## config.mk

```make
export PLATFORM = sky130hd
export DESIGN_NAME = lbc_cfg_regs
export DESIGN_NICKNAME = d
export VERILOG_FILES = /design/src/sv/lbc_pkg.sv /design/src/sv/lbc_cfg_regs.sv
export SDC_FILE = /design/constraint.sdc
export NUM_CORES = 1
export LEC_CHECK = 0
export ABC_AREA = 1
export BUFFER_PORTS_ARGS = -buffer_cell sky130_fd_sc_hd__buf_2
export CELL_PAD_IN_SITES_DETAIL_PLACEMENT = 2
export CELL_PAD_IN_SITES_GLOBAL_PLACEMENT = 2
export CORE_ASPECT_RATIO = 0.6
export CORE_MARGIN = 2
export CORE_UTILIZATION = 24
export DETAILED_ROUTE_END_ITERATION = 7
export PLACE_DENSITY_LB_ADDON = 0.25
export SETUP_SLACK_MARGIN = 0.15
export SYNTH_ARGS = -nofsm -noshare
export SYNTH_HDL_FRONTEND = slang
export SYNTH_SLANG_ARGS = --single-unit
```

## constraint.sdc

```tcl
create_clock -name i_clk -period 1.88 [get_ports i_clk]
set_input_delay 0.376 -clock i_clk [delete_from_list [all_inputs] [get_ports i_clk]]
set_output_delay 0.376 -clock i_clk [all_outputs]
set_load 0.03 [all_outputs]
```

## src/sv/lbc_pkg.sv

```systemverilog
// Shared types, constants and register codes for the layer blend compositor.
// No dependencies.
`timescale 1ns / 1ps
`default_nettype none

package lbc_pkg;

    localparam int LBC_LAYER_COUNT = 4;
    localparam int LBC_LAYERS_MAX  = 4;
    localparam int LBC_CHANNELS    = 3;

    localparam logic [7:0] BACKGROUND   = 8'd255;
    localparam logic [6:0] FULL_OPACITY = 7'd100;

    // x / 100 as (x * 5243) >> 19, exact for x up to 25500
    localparam logic [12:0] DIV100_MUL   = 13'd5243;
    localparam int          DIV100_SHIFT = 19;

    localparam logic [2:0] MODE_NORMAL     = 3'd0;
    localparam logic [2:0] MODE_MULTIPLY   = 3'd1;
    localparam logic [2:0] MODE_DARKEN     = 3'd2;
    localparam logic [2:0] MODE_LIGHTEN    = 3'd3;
    localparam logic [2:0] MODE_DIFFERENCE = 3'd4;

    localparam logic [2:0] REG_ENABLE = 3'd0;
    localparam logic [2:0] REG_MODES  = 3'd1;
    localparam logic [2:0] REG_OP0    = 3'd2;
    localparam logic [2:0] REG_OP1    = 3'd3;
    localparam logic [2:0] REG_OP2    = 3'd4;
    localparam logic [2:0] REG_OP3    = 3'd5;

    localparam logic [3:0]  ENABLE_RESET = 4'hF;
    localparam logic [11:0] MODES_RESET  = 12'h000;

    typedef logic [LBC_CHANNELS-1:0][7:0]   t_chan_vec;
    typedef t_chan_vec [LBC_LAYERS_MAX-1:0] t_pix;

    typedef struct packed {
        logic [LBC_LAYERS_MAX-1:0]      layer_enable;
        logic [3*LBC_LAYERS_MAX-1:0]    layer_modes;
        logic [LBC_LAYERS_MAX-1:0][6:0] opacity;
    } t_cfg;

    typedef struct packed {
        logic       on;
        logic [2:0] mode;
        logic [6:0] op;
    } t_layer_cfg;

endpackage

`default_nettype wire

```

## src/sv/lbc_cfg_regs.sv

```systemverilog
// APB-style configuration registers: layer enables, modes and opacities.
// Depends on lbc_pkg.
`timescale 1ns / 1ps
`default_nettype none

module lbc_cfg_regs (
    input  wire               i_clk,
    input  wire               i_rst_n,
    input  wire               psel,
    input  wire               penable,
    input  wire               pwrite,
    input  wire  [4:0]        paddr,
    input  wire  [31:0]       pwdata,
    output logic [31:0]       prdata,
    output logic              pready,
    output lbc_pkg::t_cfg     o_cfg
);

    logic [2:0]    idx;
    logic          wr;
    logic [6:0]    op_sat;
    logic [1:0]    op_sel;
    lbc_pkg::t_cfg r_cfg;

    assign idx    = paddr[4:2];
    assign wr     = psel && penable && pwrite;
    assign pready = 1'b1;
    assign op_sat = (pwdata[6:0] > lbc_pkg::FULL_OPACITY) ? lbc_pkg::FULL_OPACITY
                                                          : pwdata[6:0];
    assign op_sel = 2'(idx - lbc_pkg::REG_OP0);

    always_ff @(posedge i_clk) begin
        if (!i_rst_n) begin
            r_cfg.layer_enable <= lbc_pkg::ENABLE_RESET;
            r_cfg.layer_modes  <= lbc_pkg::MODES_RESET;
            for (int k = 0; k < lbc_pkg::LBC_LAYERS_MAX; k++) begin
                r_cfg.opacity[k] <= lbc_pkg::FULL_OPACITY;
            end
        end else if (wr) begin
            if (idx == lbc_pkg::REG_ENABLE) begin
                r_cfg.layer_enable <= pwdata[3:0];
            end else if (idx == lbc_pkg::REG_MODES) begin
                r_cfg.layer_modes <= pwdata[11:0];
            end else if (idx inside {[lbc_pkg::REG_OP0:lbc_pkg::REG_OP3]}) begin
                r_cfg.opacity[op_sel] <= op_sat;
            end
        end
    end

    always_comb begin
        case (idx)
            lbc_pkg::REG_ENABLE: prdata = {28'd0, r_cfg.layer_enable};
            lbc_pkg::REG_MODES:  prdata = {20'd0, r_cfg.layer_modes};
            lbc_pkg::REG_OP0:    prdata = {25'd0, r_cfg.opacity[0]};
            lbc_pkg::REG_OP1:    prdata = {25'd0, r_cfg.opacity[1]};
            lbc_pkg::REG_OP2:    prdata = {25'd0, r_cfg.opacity[2]};
            lbc_pkg::REG_OP3:    prdata = {25'd0, r_cfg.opacity[3]};
            default:             prdata = 32'd0;
        endcase
    end

    assign o_cfg = r_cfg;

endmodule

`default_nettype wire

```

=== After elaboration in Yosys (flattened, before gate mapping) ===
Index checks and enable logic that the tools add are counted.

* Register bits: 44
* Latch bits: 0
* RAM bits: 0
* Bits in read-only memories: 0
* Input bits: 42
* Output and inout bits: 77
* Memories kept: 0

* Add/sub/neg operators: 1
* $mul: 0
* Div/mod/pow operators: 0
* Magnitude comparators: 5
* Equal/unequal tests: 5
* Shift operators: 0
* Mux-type cells: 5
* Bitwise logic cells: 2
* Reduce and logical (&&, ||, !) cells: 8

{| class="wikitable"
|+ Operators with widths
! kind !! number
|-
| 12-bit case mux with 6 select lines || 1
|-
| 28-bit bitwise mux || 1
|-
| 7-bit demux with 2-bit select || 1
|-
| 7-bit two-way mux || 2
|-
| 7-bit greater-than comparator (second input constant) || 1
|-
| 3-bit by 2-bit equality test with 1-bit output (second input constant) || 2
|-
| 3-bit equality test (second input constant) || 2
|-
| 1-bit logical AND || 4
|-
| 4-bit AND reduction || 1
|-
| 3-bit by 1-bit equality test with 1-bit output (second input constant) || 1
|-
| 3-bit by 2-bit >= comparator with 1-bit output (second input constant) || 1
|-
| 3-bit less-or-equal comparator (second input constant) || 1
|-
| 3-bit zero test || 1
|-
| 2-bit by 3-bit < comparator with 1-bit output (second input constant) || 1
|-
| 3-bit AND reduction || 1
|-
| 2-bit by 1-bit >= comparator with 1-bit output (second input constant) || 1
|-
| 1-bit inverter || 2
|-
| 2-bit AND reduction || 1
|-
| 2-bit subtractor (second input constant) || 1
|}

=== Longest topological paths before layout ===
* Depth after elaboration: 6
* Mapped depth: 7
* Gate-level depth less buffers: 7

=== Least setup slack after synthesis ===
OpenSTA, ideal clock, no wires.

* Kind: in2out
* From: input paddr[4]
* To: output prdata[1]
* Arrival: 1.137 ns
* Required time: 1.504 ns
* Slack: 0.367 ns
* Stages on the path: 7
* Cells stage by stage: inv_2 > nand3_2 > inv_2 > nand2_1 > o21ai_0 > nor2_1 > nand2_1

* Longest elaborated chain between the ends: 2

{| class="wikitable"
|+ Ends and longest elaborated chain
! what !! line !! source
|-
| start: declaration || lbc_cfg_regs.sv:12 || <nowiki>input wire [4:0] paddr,</nowiki>
|-
| 3-bit equality test, or another cell as far along || lbc_cfg_regs.sv:51 || <nowiki>case (idx)</nowiki>
|-
| 12-bit case mux with 6 select lines * || lbc_cfg_regs.sv:51 ||
|-
| end: declaration || lbc_cfg_regs.sv:14 || <nowiki>output logic [31:0] prdata,</nowiki>
|}

Mark *: on every way between the ends. The rest lies on a longest branch, timed or not.

=== Final worst setup path ===
* From: input paddr[3]
* To: output prdata[2]

The elaborated chain is that of the path after synthesis.

==> reports/qor.yml <==
status: "finished, final reports clean"
postRouteAntennaNets: 0
p_leak_nw: 1.48
cts_buffer_depth: 2
die_area_mm2: 0.0101
critPathMostFrequentCell: "nand2_1"
drive_gt1_frac: 0.336
synthXorXnorAreaFrac: 0
worstSetupStartpoint: "paddr[3]"
postSynthAreaPerCell_um2: 7.23
antenna_found_initial: 0
antenna_cells: 0
maxSlewViolCount: 0
endpoint: "prdata[2]"
numCtsBuffers: 5
die_x_um: 128
setup.worst_path.end_class: "output port"
die_h_um: 78.6
reg2reg_depth: 4
min_period_ns: 1.67
yosysSeqAreaShare: 0.396
crit_path_top_delay_cell: "nor2_4"
grt-ovfl-total: 0
hold_class: "in -> reg"
grt_pass1_wl_um: 12400
clock_skew_ns: 0
port_buffers: 75
grt_max_degree: 25
finalWirelength_um: 7840
ff2ff_setup_slack_ns: 1.12
fmax_mhz: 600
core_mm2: 0.00909
synth_seq_cells: 44
synth_warnings: 0
tritoncts: "done"
rsz0062_at_grt: "no"
cap_viol_max_count: 0
start_kind: "input pin"
clk_pin_slew_ns: 0.06
r2r_end: "o_cfg[0]$_SDFFE_PN0P_"
clock-sinks: 44
largest_reg_flops: 44
path_cells: "buf_4, inv_4, nand2_2, nor2_4, nand2_1, nand2_1, a21oi_1, nand2_1, buf_6"
critPathKind: "in -> out"
routabilityCongestion: 0.787
synth_compound_area_frac: 0.169
drt_iter0_drc: 117
worst-path-max-fanout: 5
syn2layout_area_growth_pct: 30.1
ys_top_cells_by_area: "dfxtp_1 (40%), nand2_1 (12%), buf_4 (7.1%)"
routed_via_density: 4.42
synth_area_leader_cell: "dfxtp_1"
drt_pass1_iterations: 4
grtUsageTotal: 0.160
placed_cells: 496
cpPeakStageDelay_ns: 0.18
hold_viol: 0
grt_pass1_vias: 2308
pin_count: 119
hpwl_um: 6260
routedWlPerCell_um: 15.5
synth_top_family_by_area: "simple AND/OR/NAND/NOR gates"
synth_top_area_share: 0.396
final_util: 0.319
worstPathArrival_ns: 1.29
fillers: 1091
vias: 2239
netlist_instances: 308
num_rows: 27
p_total_mw: 2.12
power.density_mw_per_mm2: 732
synthSimpleGateAreaFrac: 0.275
cts_root_buffer: "clkbuf_16"
yosys.area_share.adder: 0
yosysUniqueCellTypes: 28
finalSetupViolCount: 0
final_cell_count_no_fill: 506
required_ns: 1.50
drc_errors: 0
synth_mux_area_frac: 0
nNetsFinal: 432
cts_max_level: 2
synth_area_mm2: 0.00223
cts_hold_buf: 0
clkLatencyLatePin_ns: 0.28
irDropWorstVdd_mv: 0.293
initial_core_util: 0.245
rr_startpoint: "o_cfg[0]$_SDFFE_PN0P_"
fin_crit_sh: 0.887
metal layers:
metal	vias to the layer above	global-route usage	routed length [um]
met3	8	0.0443	431
met2	59	0.243	3380
met4	0	0.0330	62
li1	1100	-	-
met1	1072	0.225	3960
met5	-	0	0
critical path: cells and delay by family:
family,cells,cell delay (ns)
AOI/OAI and AO/OA,1,0.05
buffers and inverters,3,0.36
and+or+nand+nor,5,0.49
what timing repair did:
action | 4_1_cts | 5_1_grt
setup buffers | 1 | 2
hold endpoints to repair | 0 | 0
gates resized for setup | 9 | 23
endpoints found under the setup margin | 7 | 7
pin swaps | 1 | 5
power by group:
| part | leakage (nW) | total, mW | switching [mW] | internal (mW) |
|---|---|---|---|---|
| registers | 0.356 | 0.953 | 0.00889 | 0.944 |
| logic | 1.05 | 0.322 | 0.236 | 0.0855 |
| clock network | 0.0667 | 0.846 | 0.362 | 0.484 |
cells in the mapped netlist:
master	instances
conb_1	2
clkbuf_1	2
nor2_1	29
nand2_1	69
a21oi_1	22
nand4_1	3
dfxtp_1	44
nor2_4	5
nand3_1	7
nand2_2	1
inv_1	32
o21bai_1	1
a22oi_1	1
nand3_2	3
o211ai_1	6
buf_6	3
o21ai_1	14
o21ai_2	1
nor2_2	11
buf_4	21
inv_2	6
nand2_4	1
o211ai_2	2
buf_2	2
o22ai_1	2
o21ai_0	16
nand3_4	1
a21oi_2	1
placed cells by master, fill, tap and decap left out, drive strengths merged:
cell    synthesis  final
clkinv          0      1
o21ai          31     31
nand4           3      3
conb            2     21
nor2           45     45
nand3          11     11
buf            26     83
inv            38     38
a22oi           1      1
o211ai          8      8
dfxtp          44     44
nand2          71     71
o22ai           2      2
a21oi          23     23
clkbuf          2      7
o21bai          1      1
stage by stage:
step	area [um2]	setup WS [ns]	setup TNS, ns	hold WS (ns)
CTS	2840	0.136	0	0.320
global route	2900	0.141	0	0.325
global placement	2670	0.0447	0	0.478
finish	2900	0.212	0	0.324
floorplan	2300	0.367	0	0.501
detailed placement	2670	-0.0335	-0.0335	0.488
worst min path at each step:
stage,startpoint,to,slack (ns),depth (start not counted)
6_report,pwdata[7],o_cfg[35]$_SDFFE_PN0P_,0.32,3
5_1_grt,pwdata[7],o_cfg[35]$_SDFFE_PN0P_,0.33,3
4_1_cts,pwdata[7],o_cfg[35]$_SDFFE_PN0P_,0.32,3
3_5_place_dp,o_cfg[23]$_SDFFE_PN1P_,o_cfg[23]$_SDFFE_PN1P_,0.49,2
3_3_place_gp,o_cfg[2]$_SDFFE_PN1P_,o_cfg[2]$_SDFFE_PN1P_,0.48,2
2_1_floorplan,pwdata[1],o_cfg[41]$_SDFFE_PN1P_,0.50,2
cell type report:
cell class              count  area (um2)  share of cell area
well taps                 116         145              0.0501
clock inverters             1        5.00             0.00173
multi-input cells         217        1090               0.375
clock buffers               6         129              0.0445
flip-flops and latches     44         881               0.304
repair buffers             84         493               0.170
inverters                  38         158              0.0544
cells by family (layout without fill, tap and decap cells):
group                  Yosys count  count (layout)
AND/OR/NAND/NOR                130             130
AO/OA/AOI/OAI                   66              66
buffers and inverters           66             129
flip-flops                      44              44
other                            2              21
Power figures use the tool's default switching activity.
