===== src/sv/lbc_pkg.sv =====
// Shared types, constants and register codes for the layer blend compositor.
// No dependencies.
`timescale 1ns / 1ps
`default_nettype none

package lbc_pkg;

    localparam int LBC_LAYER_COUNT = 4;
    localparam int LBC_LAYERS_MAX  = 4;
    localparam int LBC_CHANNELS    = 3;

    localparam logic [7:0] BACKGROUND   = 8'd255;
    localparam logic [6:0] FULL_OPACITY = 7'd100;

    // x / 100 as (x * 5243) >> 19, exact for x up to 25500
    localparam logic [12:0] DIV100_MUL   = 13'd5243;
    localparam int          DIV100_SHIFT = 19;

    localparam logic [2:0] MODE_NORMAL     = 3'd0;
    localparam logic [2:0] MODE_MULTIPLY   = 3'd1;
    localparam logic [2:0] MODE_DARKEN     = 3'd2;
    localparam logic [2:0] MODE_LIGHTEN    = 3'd3;
    localparam logic [2:0] MODE_DIFFERENCE = 3'd4;

    localparam logic [2:0] REG_ENABLE = 3'd0;
    localparam logic [2:0] REG_MODES  = 3'd1;
    localparam logic [2:0] REG_OP0    = 3'd2;
    localparam logic [2:0] REG_OP1    = 3'd3;
    localparam logic [2:0] REG_OP2    = 3'd4;
    localparam logic [2:0] REG_OP3    = 3'd5;

    localparam logic [3:0]  ENABLE_RESET = 4'hF;
    localparam logic [11:0] MODES_RESET  = 12'h000;

    typedef logic [LBC_CHANNELS-1:0][7:0]   t_chan_vec;
    typedef t_chan_vec [LBC_LAYERS_MAX-1:0] t_pix;

    typedef struct packed {
        logic [LBC_LAYERS_MAX-1:0]      layer_enable;
        logic [3*LBC_LAYERS_MAX-1:0]    layer_modes;
        logic [LBC_LAYERS_MAX-1:0][6:0] opacity;
    } t_cfg;

    typedef struct packed {
        logic       on;
        logic [2:0] mode;
        logic [6:0] op;
    } t_layer_cfg;

endpackage

`default_nettype wire


===== src/sv/lbc_blend_lane.sv =====
// One channel lane of a layer: mode blend, opacity mix, divide by 100.
// Three register stages. Depends on lbc_pkg.
`timescale 1ns / 1ps
`default_nettype none

module lbc_blend_lane (
    input  wire                    i_clk,
    input  wire                    i_en,
    input  lbc_pkg::t_layer_cfg    i_lcfg,
    input  wire  [7:0]             i_src,
    input  wire  [7:0]             i_dst,
    output logic [7:0]             o_res
);

    logic [15:0] mul;
    logic [7:0]  n_b;
    logic [7:0]  r_b;
    logic [7:0]  r_dst1;
    logic [6:0]  op_inv;
    logic [14:0] n_sum;
    logic [14:0] r_sum;
    logic [7:0]  r_dst2;
    logic [27:0] quot_prod;
    logic [7:0]  n_res;
    logic [7:0]  r_res;

    assign mul = 16'(i_src) * 16'(i_dst);

    always_comb begin
        case (i_lcfg.mode)
            lbc_pkg::MODE_MULTIPLY:   n_b = mul[15:8];
            lbc_pkg::MODE_DARKEN:     n_b = (i_src < i_dst) ? i_src : i_dst;
            lbc_pkg::MODE_LIGHTEN:    n_b = (i_src > i_dst) ? i_src : i_dst;
            lbc_pkg::MODE_DIFFERENCE: n_b = (i_src > i_dst) ? 8'(i_src - i_dst)
                                                            : 8'(i_dst - i_src);
            default:                  n_b = i_src;
        endcase
    end

    assign op_inv = 7'(lbc_pkg::FULL_OPACITY - i_lcfg.op);
    assign n_sum  = 15'(15'(i_lcfg.op) * 15'(r_b)) + 15'(15'(op_inv) * 15'(r_dst1));

    assign quot_prod = 28'(r_sum) * 28'(lbc_pkg::DIV100_MUL);
    assign n_res     = i_lcfg.on ? 8'(quot_prod >> lbc_pkg::DIV100_SHIFT) : r_dst2;

    always_ff @(posedge i_clk) begin
        if (i_en) begin
            r_b    <= n_b;
            r_dst1 <= i_dst;
            r_sum  <= n_sum;
            r_dst2 <= r_dst1;
            r_res  <= n_res;
        end
    end

    assign o_res = r_res;

endmodule

`default_nettype wire


===== src/sv/lbc_layer_stage.sv =====
// One layer of the compositing chain: three channel lanes plus the
// valid and pixel words carried alongside. Depends on lbc_pkg, lbc_blend_lane.
`timescale 1ns / 1ps
`default_nettype none

module lbc_layer_stage #(
    parameter int LAYER = 0
) (
    input  wire                    i_clk,
    input  wire                    i_rst_n,
    input  wire                    i_en,
    input  lbc_pkg::t_layer_cfg    i_lcfg,
    input  wire                    i_valid,
    input  lbc_pkg::t_pix          i_pix,
    input  lbc_pkg::t_chan_vec     i_dst,
    output logic                   o_valid,
    output lbc_pkg::t_pix          o_pix,
    output lbc_pkg::t_chan_vec     o_dst
);

    localparam int DEPTH = 3;

    logic          [DEPTH-1:0] r_valid;
    lbc_pkg::t_pix [DEPTH-1:0] r_pix;

    for (genvar c = 0; c < lbc_pkg::LBC_CHANNELS; c++) begin : g_lane
        lbc_blend_lane u_lane (
            .i_clk  (i_clk),
            .i_en   (i_en),
            .i_lcfg (i_lcfg),
            .i_src  (i_pix[LAYER][c]),
            .i_dst  (i_dst[c]),
            .o_res  (o_dst[c])
        );
    end

    always_ff @(posedge i_clk) begin
        if (!i_rst_n) begin
            r_valid <= '0;
        end else if (i_en) begin
            r_valid <= {r_valid[DEPTH-2:0], i_valid};
        end
    end

    always_ff @(posedge i_clk) begin
        if (i_en) begin
            r_pix <= {r_pix[DEPTH-2:0], i_pix};
        end
    end

    assign o_valid = r_valid[DEPTH-1];
    assign o_pix   = r_pix[DEPTH-1];

endmodule

`default_nettype wire

===== config.mk =====
export PLATFORM = sky130hd
export DESIGN_NAME = lbc_layer_stage
export DESIGN_NICKNAME = d
export VERILOG_FILES = /design/src/sv/lbc_pkg.sv /design/src/sv/lbc_blend_lane.sv /design/src/sv/lbc_layer_stage.sv
export SDC_FILE = /design/constraint.sdc
export NUM_CORES = 2
export LEC_CHECK = 0
export BUFFER_PORTS_ARGS = -buffer_cell sky130_fd_sc_hd__buf_2
export CORE_MARGIN = 2
export CORE_UTILIZATION = 35
export DETAILED_ROUTE_END_ITERATION = 12
export PLACE_DENSITY = 0.59
export RECOVER_POWER = 50
export SLEW_MARGIN = 20
export SYNTH_ARGS = -nofsm -noshare
export SYNTH_HDL_FRONTEND = slang
export SYNTH_SLANG_ARGS = --single-unit

===== constraint.sdc =====
create_clock -name i_clk -period 20.7 [get_ports i_clk]
set_input_delay 3.105 -clock i_clk [delete_from_list [all_inputs] [get_ports i_clk]]
set_output_delay 3.105 -clock i_clk [all_outputs]
set_load 0.02 [all_outputs]

* After elaboration in Yosys (flattened, before gate mapping) *
Cells that the tools add are included.

storage, ports and cells
  bits in registers = 432
  input port bits = 135
  output and inout port bits = 121

operators by class
  $add $sub $neg = 10
  $mul = 12
  $lt $le $gt $ge = 6
  equality and inequality tests = 4
  multiplexer cells = 15

operators by type and width
  cell                    number
  $mux 8                  12
  $pmux 8 s4              3
  $mul 7x8->15            6
  $mul 15x13->27 const B  3
  $mul 8x8->16            3
  $sub 8x8->8             6
  $add 15x15->15          3
  $gt 8x8->1              3
  $lt 8x8->1              3
  $sub 7x7->7 const A     1
  $eq 3x2->1 const B      2
  $eq 3x1->1 const B      1
  $eq 3x3->1 const B      1

* Depth between registers and ports, before layout *
  depth after elaboration = 3
  depth in mapped cells = 28

* Hierarchy *
From an unflattened synthesis, not the netlist that was laid out.

unflattened totals
  cell total of the unflattened synthesis = 3946
  area, all modules = 44079.8 um^2

modules (own cells, without submodules)
  module                              times used  cells each  area each (um^2)  sequential area each (um^2)
  lbc_blend_lane at g_lane[0].u_lane  1           1203        11586.1           1411.4
  lbc_blend_lane at g_lane[2].u_lane  1           1180        11539.8           1411.4
  lbc_blend_lane at g_lane[1].u_lane  1           1170        11476.0           1411.4
  lbc_layer_stage                     1           393         9477.8            8708.4

* Least setup slack after synthesis *
Ideal clock, no wire load.

  kind = input -> register
  from = input port i_lcfg[0] in the netlist's numbering
  to = register g_lane[1].u_lane.r_sum[14], data pin
  library setup time = 0.260 ns
  data arrival time = 9.016 ns
  required time = 20.440 ns
  path slack = 11.424 ns
  cell stages on the path = 26
  path buffers = 3
  cells stage by stage = clkbuf_1 -> clkbuf_1 -> inv_1 -> ha_1 -> inv_1 -> a21o_1 -> o21ai_0 -> xor2_1 -> clkbuf_1 -> nand2_1 -> fa_1 -> fa_1 -> inv_1 -> fa_1 -> fa_1 -> fa_1 -> inv_1 -> fa_1 -> inv_1 -> ha_1 -> nor2_1 -> o31ai_1 -> or4_1 -> a41o_1 -> a21oi_1 -> xnor2_1

between the ends
  cells in the longest elaborated chain, start to end = 3

RTL lines
  what                            line                   RTL
  from (decl)                     lbc_layer_stage.sv:12  input lbc_pkg::t_layer_cfg i_lcfg,
  $sub 7x7->7                     lbc_blend_lane.sv:40   assign op_inv = 7'(lbc_pkg::FULL_OPACITY - i_lcfg.op);
  $mul 7x8->15                    lbc_blend_lane.sv:41   assign n_sum = 15'(15'(i_lcfg.op) * 15'(r_b)) + 15'(15'(op_inv) * 15'(r_dst1));
  $add 15x15->15 (*)              lbc_blend_lane.sv:41
  via g_lane[1].u_lane.n_sum[14]  lbc_blend_lane.sv:20   logic [14:0] n_sum;
  to (signal assigned)            lbc_blend_lane.sv:50   r_sum <= n_sum;
  to (decl)                       lbc_blend_lane.sv:21   logic [14:0] r_sum;

Mark *: on every way through the listed nets, which the timed path passes. The rest lies on a longest branch.
A chain may end at the register's enable or synchronous reset.

* Final worst setup path *
Same ends and word-level chain as after synthesis.

==> impl_results.md <==
- Run status: complete, but fails checks
- Failing checks: capacitance limit, slew limit
- Initial antenna violation count: 15
- Final min period: about 11 ns
- Largest cells by area after synthesis: edfxtp_1 30%, fa_1 26%, ha_1 18%
- Buffers added on ports: between 200 and 300
- Initial Util: 35.1%
- Filler cell count: between 10000 and 15000
- First-pass GRT wire length: approximately 150000 um
- Via count: 26200
- CP Max Fanout: 50
- Most common cell after layout, fill and taps aside: inv_1
- Layout cell share with drive strength beyond 1: 6.79%
- Synthesized flop and latch total: 432
- Die width: 356 um
- Post-Synthesis Cells: about 3800
- Vias per std cell: between 4 and 5
- Crit-path max cell delay: 1.49 ns
- TritonRoute pass-1 iters: 7
- Max-slew headroom: -250%
- DRT Wirelength: 94200 um
- Post-synth top area cell: edfxtp_1
- Setup Buffers After CTS: 0
- Clk buf depth: 3
- Hold_buf cts: 0
- Critical Path Most Common Cell: fa_1
- Remaining antenna violation count after routing: 0
- Largest net degree at the start of global routing: 91
- Register area share after synthesis: 29.9%
- Worst setup SP type: input pin
- Slew @ Worst Pin: 5.25 ns
- Clock Latency Late Sink: ~0.66 ns
- FMAX: 0.0931 GHz
- H-tree depth: 2
- GRT Overall Usage: 15.1%
- Worst Hold Class: flip-flop to flip-flop
- Num rows: 129
- Worst Path Buf+Inv: 8
- Most frequent cells in the layout: 881 x inv_1, 637 x ha_1, 555 x fa_1
- Placer congestion estimate: between 0.8 and 0.9
- Final-report max-slew violation count: 142
- Top delay family on crit path: adder cells
- Period Utilization, post-route: 51.9%
- Final hold viol count: 0
- Avg Inst Size Synth: 11.3 um^2
- I/O Pins: 256
- Clock-pin slew on the worst setup and hold paths: 0.06 ns
- GR Overflow Total: 0
- RSZ-0062 raised after global routing: false
- Sink Count: between 400 and 500
- Die ar.: 0.127 mm^2
- Ys async rst share: 0%
- Crit path DAT: ~11 ns
- Share of the synthesized area in the top cell type: around 30%
- Syn-to-layout area delta: 9.63%
- Die H: 356 um
- Post-Syn Area: 0.0433 mm^2
- WL/cell: 16.6 um
- Setup Skew: 0.0450 ns
- Vias in the first global route: 27600
- Crit end category: flip-flop
- Post-DP HPWL: 75000 um
- Max-cap violations: 2
- Crit-path slowest cell: clkbuf_1
- CP required: about 21 ns
- Number of enable flip-flop cells after synthesis: 429
- Endpoints failing setup: 0
- Initial DRC count: 1342
- PostCTS Resize Cnt: 0
- Mapped Nets: 5166
- Synthesis Warnings: 0
- Setup TNS: 0 ns
- WS Path Type: input pin to flip-flop
- Final #Nets: 5336
- TritonCTS Buffers: 51
- Core footprint: 0.123 mm^2
- DR DRC count: 0
- Top_reg_cell synth: edfxtp_1
- Clock root cell: clkbuf_16
- Yosys cell types: 68
- CTS tree: built
[area by class of cell]
| cell class | instances | area [um^2] | area share [%] |
|---|---|---|---|
| antenna | 4 | 10.0 | 0.0211 |
| sequential | 432 | 12900 | 27.2 |
| timing repair buffer | 267 | 1220 | 2.56 |
| multi-input combinational | 2374 | 26200 | 55.2 |
| tap | 1637 | 2050 | 4.31 |
| clock inverter | 43 | 489 | 1.03 |
| clock buffer | 52 | 1280 | 2.69 |
| inverter | 883 | 3310 | 6.98 |
[state kept, by name, summed over array words and instances (netlist names)]
register / flops
r_pix: 192
o_pix: 96
g_lane.u_lane.r_sum: 45
g_lane.u_lane.o_res: 24
g_lane.u_lane.r_b: 24
g_lane.u_lane.r_dst1: 24
g_lane.u_lane.r_dst2: 24
r_valid: 3
[stage by stage]
stage	hold slack [ns]	util, %	instance area, um^2	cells	worst slack [ns]
after CTS	0.414	38.6	47600	5688	11.17
after detailed placement	0.405	37.2	45900	5593	10.49
final	0.414	38.5	47500	5692	9.96
after floorplan	0.400	-	43300	3839	11.42
after global placement	0.400	37.2	45900	5593	10.51
after global routing	0.417	38.5	47500	5691	9.30
[routing by layer]
metal / track usage [%] / routed length (um) / vias to the layer above
met5: 0 / 58 / -
met4: 4.39 / 2440 / 10
met3: 2.46 / 4330 / 133
met2: 25.7 / 46400 / 467
met1: 19.6 / 41000 / 13000
li1: - / - / 12600
[cell families after synthesis]
family	share of synthesized area, %
fa+ha+maj	44.0
mux	1.14
xor+xnor	2.69
flops	29.9
buf+inv	9.79
compound gates	4.64
simple gates	7.86
[Yosys cell counts, drive strengths merged, types with 3 or more instances]
cell	number
a21oi	82
nand4	7
a221o	12
nand3	28
nand2b	9
or2	4
a222oi	6
buf	101
and3	8
nor2b	12
a221oi	6
dfxtp	3
a22oi	3
o21bai	18
a21o	33
xor2	38
o211ai	7
o31ai	11
mux2	26
nand3b	4
mux2i	20
o41ai	3
o221ai	3
fa	555
o22ai	8
nor3	20
o21a	11
clkbuf	49
or3	5
o21ai	48
inv	883
and4	3
edfxtp	429
xnor2	95
ha	637
and2	213
o2111ai	3
nand2	264
nor2	120
a211oi	12
or4	4
a31oi	13
[path summary, 6_finish.rpt]
path | depth (start not counted) | startpoint | endpoint | slack, ns
hold reg to reg | 0 | r_pix[104] | o_pix[8] | 0.41
setup reg to reg | 19 | g_lane[0].u_lane.r_b[2] | g_lane[0].u_lane.r_sum[14] | 14.53
setup / recovery | 26 | i_lcfg[0] | g_lane[1].u_lane.r_sum[14] | 9.96
hold / removal | 0 | r_pix[104] | o_pix[8] | 0.41
Power is not shown: default switching activity piles up to over one toggle a cycle in this logic, so the estimate is an artifact.
